==> config.mk <==
export PLATFORM = sky130hd
export DESIGN_NAME = usb_endpoint_descriptor_parser_flat
export DESIGN_NICKNAME = d
export VERILOG_FILES = /design/src/rtl/uedp_pkg.sv /design/src/rtl/uedp_byte_if.sv /design/src/rtl/uedp_result_if.sv /design/src/rtl/uedp_in_stage.sv /design/src/rtl/uedp_parse.sv /design/src/rtl/uedp_out_stage.sv /design/src/rtl/usb_endpoint_descriptor_parser.sv /design/src/flat_wrapper.sv
export SDC_FILE = /design/constraint.sdc
export NUM_CORES = 1
export LEC_CHECK = 0
export BUFFER_PORTS_ARGS = -buffer_cell sky130_fd_sc_hd__buf_2
export CAP_MARGIN = 30
export CORE_ASPECT_RATIO = 0.9
export CORE_MARGIN = 8
export CORE_UTILIZATION = 55
export CTS_BUF_LIST = sky130_fd_sc_hd__clkbuf_2
export CTS_CLUSTER_DIAMETER = 150
export DETAILED_ROUTE_END_ITERATION = 10
export PLACE_DENSITY_LB_ADDON = 0.15
export SYNTH_ARGS = -nofsm -noshare
export SYNTH_HDL_FRONTEND = slang
export SYNTH_HIERARCHICAL = 1
export SYNTH_SLANG_ARGS = --single-unit
==> constraint.sdc <==
create_clock -name clk -period 9.4 [get_ports clk]
set_input_delay 1.41 -clock clk [delete_from_list [all_inputs] [get_ports clk]]
set_output_delay 1.41 -clock clk [all_outputs]
set_load 0.02 [all_outputs]
==> src/rtl/uedp_pkg.sv <==
// Shared types and constants for the USB endpoint descriptor parser.
`timescale 1ns / 1ps

package uedp_pkg;

	// Number of endpoint records kept per interface setting.
	localparam int MaxEndpoints = 32;
	localparam int SlotW = $clog2(MaxEndpoints + 1);

	// Descriptor type codes.
	localparam logic [7:0] TYPE_INTERFACE = 8'h04;
	localparam logic [7:0] TYPE_ENDPOINT  = 8'h05;
	localparam logic [7:0] TYPE_COMPANION = 8'h30;

	// Field masks.
	localparam logic [7:0]  DIR_IN_MASK  = 8'h80;
	localparam logic [15:0] MPS_MASK     = 16'h07FF;
	localparam logic [7:0]  XFER_MASK    = 8'h03;
	localparam logic [7:0]  STREAMS_MASK = 8'h1F;

	// Number of captured body bytes (offsets 2 to 6 of a descriptor).
	localparam int StageDepth = 5;

	// One accepted input word.
	typedef struct packed {
		logic [7:0] data_byte;
		logic       first_byte;
		logic       last_byte;
	} byte_item_t;

	// Endpoint record under construction.
	typedef struct packed {
		logic [4:0]  ctx;
		logic [2:0]  kind;
		logic [10:0] mps;
		logic [1:0]  mult;
		logic [7:0]  interval;
		logic [7:0]  burst;
		logic [4:0]  streams;
		logic [15:0] bpi;
		logic        has_extra;
		logic [15:0] extra_off;
	} ep_record_t;

	// One result word.
	typedef struct packed {
		logic [4:0]  ep_slot;
		logic [4:0]  context_index;
		logic [2:0]  ep_kind;
		logic [10:0] packet_size;
		logic [1:0]  mult_count;
		logic [7:0]  poll_interval;
		logic [7:0]  burst_size;
		logic [4:0]  stream_exponent;
		logic [15:0] bytes_interval;
		logic        has_extra;
		logic [15:0] extra_offset;
		logic        finished;
	} ep_result_t;

endpackage

==> src/rtl/uedp_byte_if.sv <==
// Valid/ready channel carrying descriptor stream bytes.
`timescale 1ns / 1ps

interface uedp_byte_if;
	logic       valid;
	logic       ready;
	logic [7:0] data_byte;
	logic       first_byte;
	logic       last_byte;

	modport source (output valid, output data_byte, output first_byte, output last_byte,
		input ready);
	modport sink (input valid, input data_byte, input first_byte, input last_byte,
		output ready);
endinterface

==> src/rtl/uedp_result_if.sv <==
// Valid/ready channel carrying endpoint records.
`timescale 1ns / 1ps

interface uedp_result_if;
	logic        valid;
	logic        ready;
	logic [4:0]  ep_slot;
	logic [4:0]  context_index;
	logic [2:0]  ep_kind;
	logic [10:0] packet_size;
	logic [1:0]  mult_count;
	logic [7:0]  poll_interval;
	logic [7:0]  burst_size;
	logic [4:0]  stream_exponent;
	logic [15:0] bytes_interval;
	logic        has_extra;
	logic [15:0] extra_offset;
	logic        finished;

	modport source (output valid, output ep_slot, output context_index, output ep_kind,
		output packet_size, output mult_count, output poll_interval, output burst_size,
		output stream_exponent, output bytes_interval, output has_extra,
		output extra_offset, output finished, input ready);
	modport sink (input valid, input ep_slot, input context_index, input ep_kind,
		input packet_size, input mult_count, input poll_interval, input burst_size,
		input stream_exponent, input bytes_interval, input has_extra,
		input extra_offset, input finished, output ready);
endinterface

==> src/rtl/uedp_in_stage.sv <==
// Input register stage holding one accepted stream byte.
`timescale 1ns / 1ps

module uedp_in_stage (
	input  logic                clk,
	input  logic                arst_n,
	input  logic                load,
	input  uedp_pkg::byte_item_t item,
	input  logic                fire,
	output logic                item_valid_s1,
	output uedp_pkg::byte_item_t item_s1
);
	import uedp_pkg::*;

	// Valid flag: set by a new word, cleared when the word moves on unreplaced.
	always_ff @(posedge clk or negedge arst_n) begin
		if (!arst_n) begin
			item_valid_s1 <= 1'b0;
		end else if (load) begin
			item_valid_s1 <= 1'b1;
		end else if (fire) begin
			item_valid_s1 <= 1'b0;
		end
	end

	// Payload capture.
	always_ff @(posedge clk) begin
		if (load) begin
			item_s1 <= item;
		end
	end
endmodule

==> src/rtl/uedp_parse.sv <==
// Descriptor walker: parser state and the result of the current byte.
`timescale 1ns / 1ps

module uedp_parse (
	input  logic                 clk,
	input  logic                 arst_n,
	input  logic                 fire,
	input  uedp_pkg::byte_item_t item,
	output logic                 res_valid,
	output uedp_pkg::ep_result_t res
);
	import uedp_pkg::*;

	logic             active_q;
	logic [7:0]       byte_pos_q;
	logic [7:0]       desc_len_q;
	logic [7:0]       desc_type_q;
	logic [15:0]      region_off_q;
	logic [15:0]      desc_start_q;
	logic             have_ep_q;
	logic [SlotW-1:0] slots_q;
	logic [7:0]       stage_q [StageDepth];
	ep_record_t       rec_q;

	logic             act;
	logic [7:0]       pos;
	logic [7:0]       len_n;
	logic [7:0]       type_n;
	logic [15:0]      region_cur;
	logic [15:0]      start_n;
	logic             have_ep_n;
	logic [SlotW-1:0] slots_n;
	logic [7:0]       stage_n [StageDepth];
	ep_record_t       rec_n;
	logic [7:0]       pos_n;
	logic             emit;
	logic             fin;
	logic             done_desc;
	logic [15:0]      wval;
	logic [7:0]       addr;

	// Next state and result for the byte in the input register.
	always_comb begin
		act        = active_q;
		pos        = byte_pos_q;
		len_n      = desc_len_q;
		type_n     = desc_type_q;
		region_cur = region_off_q;
		start_n    = desc_start_q;
		have_ep_n  = have_ep_q;
		slots_n    = slots_q;
		stage_n    = stage_q;
		rec_n      = rec_q;
		emit       = 1'b0;
		fin        = 1'b0;
		done_desc  = 1'b0;
		pos_n      = byte_pos_q;
		wval       = 16'd0;
		addr       = 8'd0;

		// A first word restarts the region from a clean state.
		if (item.first_byte) begin
			act        = 1'b1;
			pos        = 8'd0;
			len_n      = 8'd0;
			type_n     = 8'd0;
			region_cur = 16'd0;
			start_n    = 16'd0;
			have_ep_n  = 1'b0;
			slots_n    = '0;
			for (int i = 0; i < StageDepth; i++) begin
				stage_n[i] = 8'd0;
			end
			rec_n = '0;
		end
		pos_n = pos;

		if (act) begin
			if (pos == 8'd0) begin
				// Length byte opens a new descriptor.
				start_n = region_cur;
				len_n   = item.data_byte;
				type_n  = 8'd0;
				for (int i = 0; i < StageDepth; i++) begin
					stage_n[i] = 8'd0;
				end
				fin   = (item.data_byte < 8'd2);
				pos_n = 8'd1;
			end else begin
				if (pos == 8'd1) begin
					// Type byte: interface ends the region; a type other than endpoint or companion marks the extra.
					type_n = item.data_byte;
					if (item.data_byte == TYPE_INTERFACE) begin
						fin = 1'b1;
					end else if (item.data_byte != TYPE_ENDPOINT &&
						item.data_byte != TYPE_COMPANION && have_ep_n && !rec_n.has_extra) begin
						rec_n.has_extra = 1'b1;
						rec_n.extra_off = start_n;
						emit            = 1'b1;
					end
				end else begin
					for (int i = 0; i < StageDepth; i++) begin
						if (pos == 8'(i + 2)) begin
							stage_n[i] = item.data_byte;
						end
					end
				end
				pos_n     = pos + 8'd1;
				done_desc = !fin && ({1'b0, pos} + 9'd1 == {1'b0, len_n});
				wval      = {stage_n[3], stage_n[2]};
				addr      = stage_n[0];

				// Last byte of a descriptor applies endpoint or companion fields.
				if (done_desc) begin
					if (type_n == TYPE_ENDPOINT) begin
						if (slots_n < SlotW'(MaxEndpoints)) begin
							rec_n          = '0;
							rec_n.ctx      = {addr[3:0], addr[7]};
							rec_n.kind     = 3'((addr & DIR_IN_MASK) >> 5) +
								3'(stage_n[1] & XFER_MASK);
							rec_n.mps      = 11'(wval & MPS_MASK);
							rec_n.mult     = wval[12:11];
							rec_n.interval = stage_n[4];
							slots_n        = slots_n + SlotW'(1);
							have_ep_n      = 1'b1;
							emit           = 1'b1;
						end else begin
							have_ep_n = 1'b0;
						end
					end else if (type_n == TYPE_COMPANION && have_ep_n) begin
						rec_n.burst   = stage_n[0];
						rec_n.streams = 5'(stage_n[1] & STREAMS_MASK);
						rec_n.bpi     = wval;
						emit          = 1'b1;
					end
					pos_n = 8'd0;
				end
			end
			if (item.last_byte) begin
				fin = 1'b1;
			end
		end

		// Result word.
		res_valid = act && (emit || fin);
		res       = '0;
		if (emit) begin
			res.ep_slot         = 5'(slots_n - SlotW'(1));
			res.context_index   = rec_n.ctx;
			res.ep_kind         = rec_n.kind;
			res.packet_size     = rec_n.mps;
			res.mult_count      = rec_n.mult;
			res.poll_interval   = rec_n.interval;
			res.burst_size      = rec_n.burst;
			res.stream_exponent = rec_n.streams;
			res.bytes_interval  = rec_n.bpi;
			res.has_extra       = rec_n.has_extra;
			res.extra_offset    = rec_n.has_extra ? rec_n.extra_off : 16'd0;
		end
		res.finished = fin;
	end

	// Parser state registers, updated once per consumed word while parsing is active.
	always_ff @(posedge clk or negedge arst_n) begin
		if (!arst_n) begin
			active_q     <= 1'b0;
			byte_pos_q   <= 8'd0;
			desc_len_q   <= 8'd0;
			desc_type_q  <= 8'd0;
			region_off_q <= 16'd0;
			desc_start_q <= 16'd0;
			have_ep_q    <= 1'b0;
			slots_q      <= '0;
			for (int i = 0; i < StageDepth; i++) begin
				stage_q[i] <= 8'd0;
			end
			rec_q <= '0;
		end else if (fire && act) begin
			active_q     <= !fin;
			byte_pos_q   <= pos_n;
			desc_len_q   <= len_n;
			desc_type_q  <= type_n;
			region_off_q <= region_cur + 16'd1;
			desc_start_q <= start_n;
			have_ep_q    <= have_ep_n;
			slots_q      <= slots_n;
			stage_q      <= stage_n;
			rec_q        <= rec_n;
		end
	end
endmodule

==> src/rtl/uedp_out_stage.sv <==
// Result register with valid flag in front of the output channel.
`timescale 1ns / 1ps

module uedp_out_stage (
	input  logic                 clk,
	input  logic                 arst_n,
	input  logic                 load,
	input  uedp_pkg::ep_result_t res,
	input  logic                 take,
	output logic                 can_advance,
	output logic                 res_valid_q,
	output uedp_pkg::ep_result_t res_q
);
	import uedp_pkg::*;

	// The stage can move when the register is empty or being emptied.
	assign can_advance = !res_valid_q || take;

	always_ff @(posedge clk or negedge arst_n) begin
		if (!arst_n) begin
			res_valid_q <= 1'b0;
		end else if (load) begin
			res_valid_q <= 1'b1;
		end else if (take) begin
			res_valid_q <= 1'b0;
		end
	end

	always_ff @(posedge clk) begin
		if (load) begin
			res_q <= res;
		end
	end
endmodule

==> src/rtl/usb_endpoint_descriptor_parser.sv <==
// Top level of the USB endpoint descriptor parser.
//
// Usage: desc_bytes carries the configuration descriptor one byte per word,
// starting with first_byte on the byte after an interface descriptor and
// marking the final byte with last_byte. ep_records carries one word for each
// endpoint, companion or first extra descriptor that updates the current
// endpoint record, and one with finished set when parsing of the region ends.
// Bytes arriving while parsing is not active and without first_byte are
// consumed silently.
// A result word passes through the input register, then the result register,
// before it is presented. Throughput: one byte per cycle while the result
// register is empty or being taken; the parser state is updated
// combinationally between the two registers.
// Reset clears all parser state and both valid flags; the block is idle until
// a word with first_byte arrives. When the receiver stalls, the result
// register holds its word, the input register fills, and desc_bytes.ready
// drops; a held byte waits even when it gives no result, and moves on as soon
// as the result register is empty or being taken, so no word is ever lost.
`timescale 1ns / 1ps

module usb_endpoint_descriptor_parser (
	input  logic                  clk,
	input  logic                  arst_n,
	uedp_byte_if.sink             desc_bytes,
	uedp_result_if.source         ep_records
);
	import uedp_pkg::*;

	byte_item_t in_item;
	byte_item_t item_s1;
	logic       item_valid_s1;
	logic       can_advance;
	logic       fire;
	logic       accept;
	logic       res_valid;
	ep_result_t res;
	logic       out_valid_q;
	ep_result_t out_q;

	// Input handshake and advance of the held byte into the parser.
	assign fire              = item_valid_s1 && can_advance;
	assign desc_bytes.ready  = !item_valid_s1 || fire;
	assign accept            = desc_bytes.valid && desc_bytes.ready;
	assign in_item.data_byte  = desc_bytes.data_byte;
	assign in_item.first_byte = desc_bytes.first_byte;
	assign in_item.last_byte  = desc_bytes.last_byte;

	uedp_in_stage u_in (
		.clk          (clk),
		.arst_n       (arst_n),
		.load         (accept),
		.item         (in_item),
		.fire         (fire),
		.item_valid_s1(item_valid_s1),
		.item_s1      (item_s1)
	);

	uedp_parse u_parse (
		.clk      (clk),
		.arst_n   (arst_n),
		.fire     (fire),
		.item     (item_s1),
		.res_valid(res_valid),
		.res      (res)
	);

	uedp_out_stage u_out (
		.clk        (clk),
		.arst_n     (arst_n),
		.load       (fire && res_valid),
		.res        (res),
		.take       (ep_records.ready),
		.can_advance(can_advance),
		.res_valid_q(out_valid_q),
		.res_q      (out_q)
	);

	// Output channel drive.
	assign ep_records.valid           = out_valid_q;
	assign ep_records.ep_slot         = out_q.ep_slot;
	assign ep_records.context_index   = out_q.context_index;
	assign ep_records.ep_kind         = out_q.ep_kind;
	assign ep_records.packet_size     = out_q.packet_size;
	assign ep_records.mult_count      = out_q.mult_count;
	assign ep_records.poll_interval   = out_q.poll_interval;
	assign ep_records.burst_size      = out_q.burst_size;
	assign ep_records.stream_exponent = out_q.stream_exponent;
	assign ep_records.bytes_interval  = out_q.bytes_interval;
	assign ep_records.has_extra       = out_q.has_extra;
	assign ep_records.extra_offset    = out_q.extra_offset;
	assign ep_records.finished        = out_q.finished;
endmodule
==> src/flat_wrapper.sv <==
// flat-port wrapper written by rule: the top's interface ports become plain ports
module usb_endpoint_descriptor_parser_flat import uedp_pkg::*;
  (clk, arst_n, desc_bytes_valid, desc_bytes_data_byte, desc_bytes_first_byte, desc_bytes_last_byte, desc_bytes_ready, ep_records_valid, ep_records_ep_slot, ep_records_context_index, ep_records_ep_kind, ep_records_packet_size, ep_records_mult_count, ep_records_poll_interval, ep_records_burst_size, ep_records_stream_exponent, ep_records_bytes_interval, ep_records_has_extra, ep_records_extra_offset, ep_records_finished, ep_records_ready);
  uedp_byte_if desc_bytes_i ();
  uedp_result_if ep_records_i ();
  input  logic clk;
  input  logic arst_n;
  input wire logic [$bits(desc_bytes_i.valid)-1:0] desc_bytes_valid;
  input wire logic [$bits(desc_bytes_i.data_byte)-1:0] desc_bytes_data_byte;
  input wire logic [$bits(desc_bytes_i.first_byte)-1:0] desc_bytes_first_byte;
  input wire logic [$bits(desc_bytes_i.last_byte)-1:0] desc_bytes_last_byte;
  output wire logic [$bits(desc_bytes_i.ready)-1:0] desc_bytes_ready;
  output wire logic [$bits(ep_records_i.valid)-1:0] ep_records_valid;
  output wire logic [$bits(ep_records_i.ep_slot)-1:0] ep_records_ep_slot;
  output wire logic [$bits(ep_records_i.context_index)-1:0] ep_records_context_index;
  output wire logic [$bits(ep_records_i.ep_kind)-1:0] ep_records_ep_kind;
  output wire logic [$bits(ep_records_i.packet_size)-1:0] ep_records_packet_size;
  output wire logic [$bits(ep_records_i.mult_count)-1:0] ep_records_mult_count;
  output wire logic [$bits(ep_records_i.poll_interval)-1:0] ep_records_poll_interval;
  output wire logic [$bits(ep_records_i.burst_size)-1:0] ep_records_burst_size;
  output wire logic [$bits(ep_records_i.stream_exponent)-1:0] ep_records_stream_exponent;
  output wire logic [$bits(ep_records_i.bytes_interval)-1:0] ep_records_bytes_interval;
  output wire logic [$bits(ep_records_i.has_extra)-1:0] ep_records_has_extra;
  output wire logic [$bits(ep_records_i.extra_offset)-1:0] ep_records_extra_offset;
  output wire logic [$bits(ep_records_i.finished)-1:0] ep_records_finished;
  input wire logic [$bits(ep_records_i.ready)-1:0] ep_records_ready;
  assign desc_bytes_i.valid = desc_bytes_valid;
  assign desc_bytes_i.data_byte = desc_bytes_data_byte;
  assign desc_bytes_i.first_byte = desc_bytes_first_byte;
  assign desc_bytes_i.last_byte = desc_bytes_last_byte;
  assign desc_bytes_ready = desc_bytes_i.ready;
  assign ep_records_valid = ep_records_i.valid;
  assign ep_records_ep_slot = ep_records_i.ep_slot;
  assign ep_records_context_index = ep_records_i.context_index;
  assign ep_records_ep_kind = ep_records_i.ep_kind;
  assign ep_records_packet_size = ep_records_i.packet_size;
  assign ep_records_mult_count = ep_records_i.mult_count;
  assign ep_records_poll_interval = ep_records_i.poll_interval;
  assign ep_records_burst_size = ep_records_i.burst_size;
  assign ep_records_stream_exponent = ep_records_i.stream_exponent;
  assign ep_records_bytes_interval = ep_records_i.bytes_interval;
  assign ep_records_has_extra = ep_records_i.has_extra;
  assign ep_records_extra_offset = ep_records_i.extra_offset;
  assign ep_records_finished = ep_records_i.finished;
  assign ep_records_i.ready = ep_records_ready;
  usb_endpoint_descriptor_parser u_core (.clk(clk), .arst_n(arst_n), .desc_bytes(desc_bytes_i), .ep_records(ep_records_i));
endmodule
# Yosys cells after proc, flatten, opt, wreduce, memory -nomap -nowiden
# Index checks and enable logic that the tools add are counted.
# op_classes
muxes	73
addsub	6
n_lt_le_gt_ge	2
eq_ne	12
reduce_logical	22
# ops
operator	count
75-bit two-way mux	5
40-bit two-way mux	6
8-bit two-way mux	18
29-bit two-way mux	3
17-bit two-way mux	4
16-bit two-way mux	4
8-bit by 3-bit equality test with 1-bit output, second input constant	5
6-bit two-way mux	6
1-bit two-way mux	27
16-bit by 1-bit adder with 16-bit output, second input constant	1
8-bit by 2-bit equality test with 1-bit output, second input constant	2
1-bit logical AND	10
8-bit by 1-bit adder with 9-bit output, second input constant	1
9-bit by 8-bit equality test with 1-bit output	1
8-bit by 1-bit adder with 8-bit output, second input constant	1
8-bit by 1-bit equality test with 1-bit output, second input constant	1
8-bit by 6-bit equality test with 1-bit output, second input constant	1
8-bit logical NOT	1
8-bit by 2-bit < comparator with 1-bit output, second input constant	1
8-bit by 3-bit inequality test with 1-bit output, second input constant	1
8-bit by 6-bit inequality test with 1-bit output, second input constant	1
6-bit by 1-bit adder with 6-bit output, second input constant	1
6-bit < comparator, second input constant	1
1-bit logical NOT	5
other kinds (5)	8
# totals
word_cells	155
ff_bits	272
output_inout_bits	83
inputBits	14

# Longest topological paths before layout
# depth
depth_word	16
ltp_mapped	21
mapped_depth_nobuf	16

# Hierarchy
# Netlist, hierarchy kept.
# modules_own_cells
mod	instances	seq_area_each_um2	area_each_um2	cells_each
uedp_parse	1	4404.2	9799.4	1123
uedp_out_stage	1	2457.4	2479.9	84
uedp_in_stage	1	325.3	336.6	13
usb_endpoint_descriptor_parser	1	0.0	37.5	4

# Least setup slack after synthesis
# Ideal clock, no wire load.
# synth_path
path_kind	register to register
startpoint	register u_core/u_in/item_s1[1] (netlist name)
endpoint	register u_core/u_out/res_q[0] in the netlist's numbering, enable pin
path_slack_ns	4.100
period_less_slack_ns	5.300
t_arrival_ns	4.897
n_path_buf	4
required_time_ns	8.997
stages_incl_launch_ff	17
setup_time_ns	0.403
path_cell_list	edfxtp_1 clkbuf_1 inv_1 buf_1 clkbuf_1 buf_1 nand2_1 inv_1 ha_1 nand3_2 xnor2_1 or3_1 a221o_1 a211oi_4 a21oi_1 nand2b_1 and3_2
# synth_via
elab_chain_len	15
word_cells_on_any_way	41
cone_classes	1 x add/sub; 1 x order compare; 4 x eq/ne; 25 x mux; 10 x reduce/logical
# synth_lines
item	line_no	rtl
8-bit two-way mux	uedp_parse.sv:62	if (item.first_byte) begin
8-bit by 1-bit equality test with 1-bit output	uedp_parse.sv:90	if (pos == 8'd1) begin
8-bit two-way mux	uedp_parse.sv:90	
8-bit two-way mux	uedp_parse.sv:79	if (pos == 8'd0) begin
8-bit two-way mux	uedp_parse.sv:78	if (act) begin
8-bit by 6-bit equality test with 1-bit output	uedp_parse.sv:130	end else if (type_n == TYPE_COMPANION && have_ep_n) begin
1-bit logical AND	uedp_parse.sv:130	
1-bit two-way mux	uedp_parse.sv:130	
1-bit two-way mux	uedp_parse.sv:115	if (type_n == TYPE_ENDPOINT) begin
1-bit two-way mux	uedp_parse.sv:114	if (done_desc) begin
1-bit two-way mux	uedp_parse.sv:79	
1-bit two-way mux	uedp_parse.sv:78	
1-bit logical OR	uedp_parse.sv:145	res_valid = act && (emit || fin);
1-bit logical AND *	uedp_parse.sv:145	
named net u_core.res_valid	usb_endpoint_descriptor_parser.sv:35	logic res_valid;
1-bit logical AND *	usb_endpoint_descriptor_parser.sv:70	.load (fire && res_valid),
end signal, assigned	uedp_out_stage.sv:31	res_q <= res;
end, declared	uedp_out_stage.sv:12	output uedp_pkg::ep_result_t res_q
# The timed path passes the listed nets; every way through them passes the cells marked *. The select of a mux whose other input is x is not followed.
# A chain may end at the register's enable or synchronous reset.

# Final worst setup path
# layout_path
startpoint	register u_core/u_in/item_s1[1] (netlist name)
endpoint	register u_core/u_out/res_q[16] in the netlist's numbering, data pin
# layout_via
elab_chain_len	13
word_cells_on_any_way	45
cone_classes	1 x add/sub; 1 x order compare; 4 x eq/ne; 31 x mux; 8 x reduce/logical
# layout_lines
item	line_no
8-bit two-way mux	uedp_parse.sv:62
8-bit by 1-bit equality test with 1-bit output	uedp_parse.sv:90
8-bit two-way mux	uedp_parse.sv:90
8-bit two-way mux	uedp_parse.sv:79
8-bit two-way mux	uedp_parse.sv:78
8-bit by 6-bit equality test with 1-bit output	uedp_parse.sv:130
1-bit logical AND	uedp_parse.sv:130
1-bit two-way mux	uedp_parse.sv:130
1-bit two-way mux	uedp_parse.sv:115
1-bit two-way mux	uedp_parse.sv:114
1-bit two-way mux	uedp_parse.sv:79
1-bit two-way mux	uedp_parse.sv:78
2-bit AND reduction (no line)	--
# Several ways; a longest one is shown, not always the timed one. The select of a mux whose other input is x is not followed.

==> qor.yml <==
cts_tree: "built"
finalSetupTns_ns: 0
path_clk_slew_ns: 0.10
r2r_start: "u_core/u_in/item_s1[1]$_DFFE_PP_"
place_hpwl_um: 21200
syn_area_per_cell_um2: 10.3
drc: 0
min_period_over_period: 0.499
dp_cells: 1551
critical_path.top_delay_family: "compound AO/OA/AOI/OAI gates"
status: "complete, no violations"
crit_required_ns: 9.94
cts_inserted_buffers: 68
final-hold-violation-count: 0
grt_usage: 0.233
max_freq_mhz: 213
synth-edff-count: 91
crit_end: "u_core/u_out/res_q[16]$_DFFE_PP_"
synth.area.top_cells: "dfrtp_1 (35%), edfxtp_1 (22%), nand2_1 (6.5%), o21ai_0 (4.2%), a22o_1 (3.0%)"
crit_buf_inv: 4
netlist_instances: 1224
critical_path.startpoint: "u_core/u_in/item_s1[1]$_DFFE_PP_"
rsz0062_at_grt: "no"
cap_violations: 0
yosysWarningCount: 6
synth.distinct_cells: 76
whs_ns: 0.364
overflow: 0
grt_pass1_wl_um: 52900
synthSimpleGateAreaFrac: 0.162
gp_congestion: 0.945
synthArstFlopShare: 0.662
grt_max_degree: 106
setup_viol: 0
core_um2: 22500
tightest_slew_ns: 1.00
synth_top_area_frac: 0.352
muxShareOfSynthArea: 0.0215
setup_ws_ns: 4.71
place_ws_ns: 4.78
routed_wirelength_um: 32900
antenna_found_initial: 2
r2r_cells: 14
ctsRootBufferMaster: "clkbuf_2"
hold_path_class: "in -> async"
grt_pass1_vias: 9652
slowest_delay_ns: 0.63
period_minus_slack_ns: 4.69
initial_core_util: 0.562
cts-hold-fix-buffers: 0
portBuffers: 96
io_pins: 97
layout.nets: 1347
wl_per_cell_um: 19.6
fin_cells: 1678
end_kind: "register"
yosysMostFrequentCell: "nand2_1"
fill_cells: 1907
routed_via_density: 6.00
maxSlewViolCount: 0
synth_top_cell_by_area: "dfrtp_1"
worstPathArrival_ns: 5.23
clk_latency_ns: 0.83
synth_fa_ha_area_frac: 0.00692
h-tree-depth: 3
synth_compound_area_frac: 0.189
seq_area_frac_synth: 0.568
numClockSinks: 269
vdd_drop_max_mv: 0.162
die_h_um: 160
p_leak_nw: 5.74
power_density_nw_per_um2: 221
clk_path_buf_depth: 3
area_growth_pct: 11.5
synth-seq-cells: 269
die_w_um: 176
row_count: 52
start_kind: "register"
drt-pass1-iter-count: 5
worstPathMaxFanout: 37
synth_common_cells: "nand2_1 (220), dfrtp_1 (178), o21ai_0 (105)"
drtIter0Drc: 987
syn_area_um2: 12700
cts_resized: 0
crit_type: "reg -> reg"
ant_nets: 0
path_cells: "buf_4 -> inv_1 -> nand2_1 -> inv_1 -> ha_1 -> and3_1 -> and2_1 -> o311ai_0 -> a211o_1 -> a211oi_4 -> a21oi_4 -> buf_4 -> a21o_1 -> nor2_1"
vias: 10069
die_area_um2: 28100
rrSetupSlack_ns: 4.71
postCtsSetupRepairBufs: 0
synth_top_family_by_area: "compound AO/OA/AOI/OAI gates"
synthXorXnorAreaFrac: 0.0213
finClkSkew_ns: 0.0480
r2r_end: "u_core/u_out/res_q[16]$_DFFE_PP_"
crit_path_top_delay_cell: "a211o_1"
path_depth: 14
syn_nets: 1245
layout-drive-gt1-share: 0.194
synth_flop_cell: "dfrtp_1"
maxSlewHeadroom: 0.329
-- how the worst min path moves through the flow --
stage                                           startpoint                                endpoint  slack [ns]  cells after the start
floorplan           u_core/u_parse/stage_q[10]$_DFFE_PN0P_  u_core/u_parse/stage_q[10]$_DFFE_PN0P_        0.44                      2
global placement    u_core/u_parse/stage_q[23]$_DFFE_PN0P_  u_core/u_parse/stage_q[23]$_DFFE_PN0P_        0.45                      2
detailed placement  u_core/u_parse/stage_q[23]$_DFFE_PN0P_  u_core/u_parse/stage_q[23]$_DFFE_PN0P_        0.46                      2
CTS                 u_core/u_parse/stage_q[23]$_DFFE_PN0P_  u_core/u_parse/stage_q[23]$_DFFE_PN0P_        0.48                      2
global route                                        arst_n    u_core/u_out/res_valid_q$_DFFE_PN0P_        0.25                      1
finish                                              arst_n    u_core/u_out/res_valid_q$_DFFE_PN0P_        0.36                      1
-- power by group --
part	internal, mW	switching, mW	leakage (nW)	total, mW
clock	0.377	0.470	0.506	0.846
sequential	1.37	0.104	3.32	1.48
combinational	0.219	0.583	1.92	0.802
-- area by class of cell --
class                      instances  area (µm²)  share of cell area
inverter                          11        41.3             0.00293
sequential                       269        7190               0.509
clock buffer                     104         520              0.0369
tap                              297         372              0.0263
timing repair buffer             119         727              0.0515
multi-input combinational        857        5100               0.361
antenna                            2        5.00            0.000355
clock inverter                    19         160              0.0113
-- cells by family after synthesis --
| group | after synthesis |
|---|---|
| and+or+nand+nor | 438 |
| AOI/OAI and AO/OA | 357 |
| muxes | 26 |
| xor gates and xnor gates | 29 |
| DFF | 269 |
| buffers and inverters | 98 |
| adders and majority gates | 7 |
-- routing by layer --
layer	vias up	wire [µm]	GRT usage
met5	-	0	0
met1	4906	15300	0.342
li1	4680	-	-
met3	54	3080	0.0606
met2	429	14000	0.328
met4	0	583	0.0797
-- layout by cell type, fill, tap and decap left out, types with 38 or more instances in the layout --
| cell type | count |
|---|---|
| dfrtp_1 | 178 |
| buf_2 | 95 |
| nand2_1 | 219 |
| edfxtp_1 | 91 |
| a22o_1 | 43 |
| a21oi_1 | 59 |
| a22oi_1 | 38 |
| nor2_1 | 78 |
| o21ai_0 | 104 |
| clkbuf_2 | 104 |
-- through the flow --
stage,utilization,total power [mW],area (µm²)
4_1_cts,0.624,3.15,14100
3_5_place_dp,0.594,2.29,13400
6_report,0.627,3.13,14100
5_1_grt,0.627,3.30,14100
3_3_place_gp,0.592,2.27,13300
2_1_floorplan,-,2.01,12700
-- state kept, by name (all words and copies together), names as in the netlist --
signal,cells
u_core/u_out/res_q,81
u_core/u_parse/have_ep_q,1
u_core/u_parse/desc_len_q,8
u_core/u_in/item_s1,10
u_core/u_out/res_valid_q,1
u_core/u_parse/region_off_q,16
u_core/u_parse/desc_type_q,8
u_core/u_parse/rec_q,75
u_core/u_parse/stage_q,37
u_core/u_parse/byte_pos_q,8
u_core/u_in/item_valid_s1,1
u_core/u_parse/slots_q,6
u_core/u_parse/active_q,1
u_core/u_parse/desc_start_q,16
No activity file was read; power rests on OpenSTA's default activity.
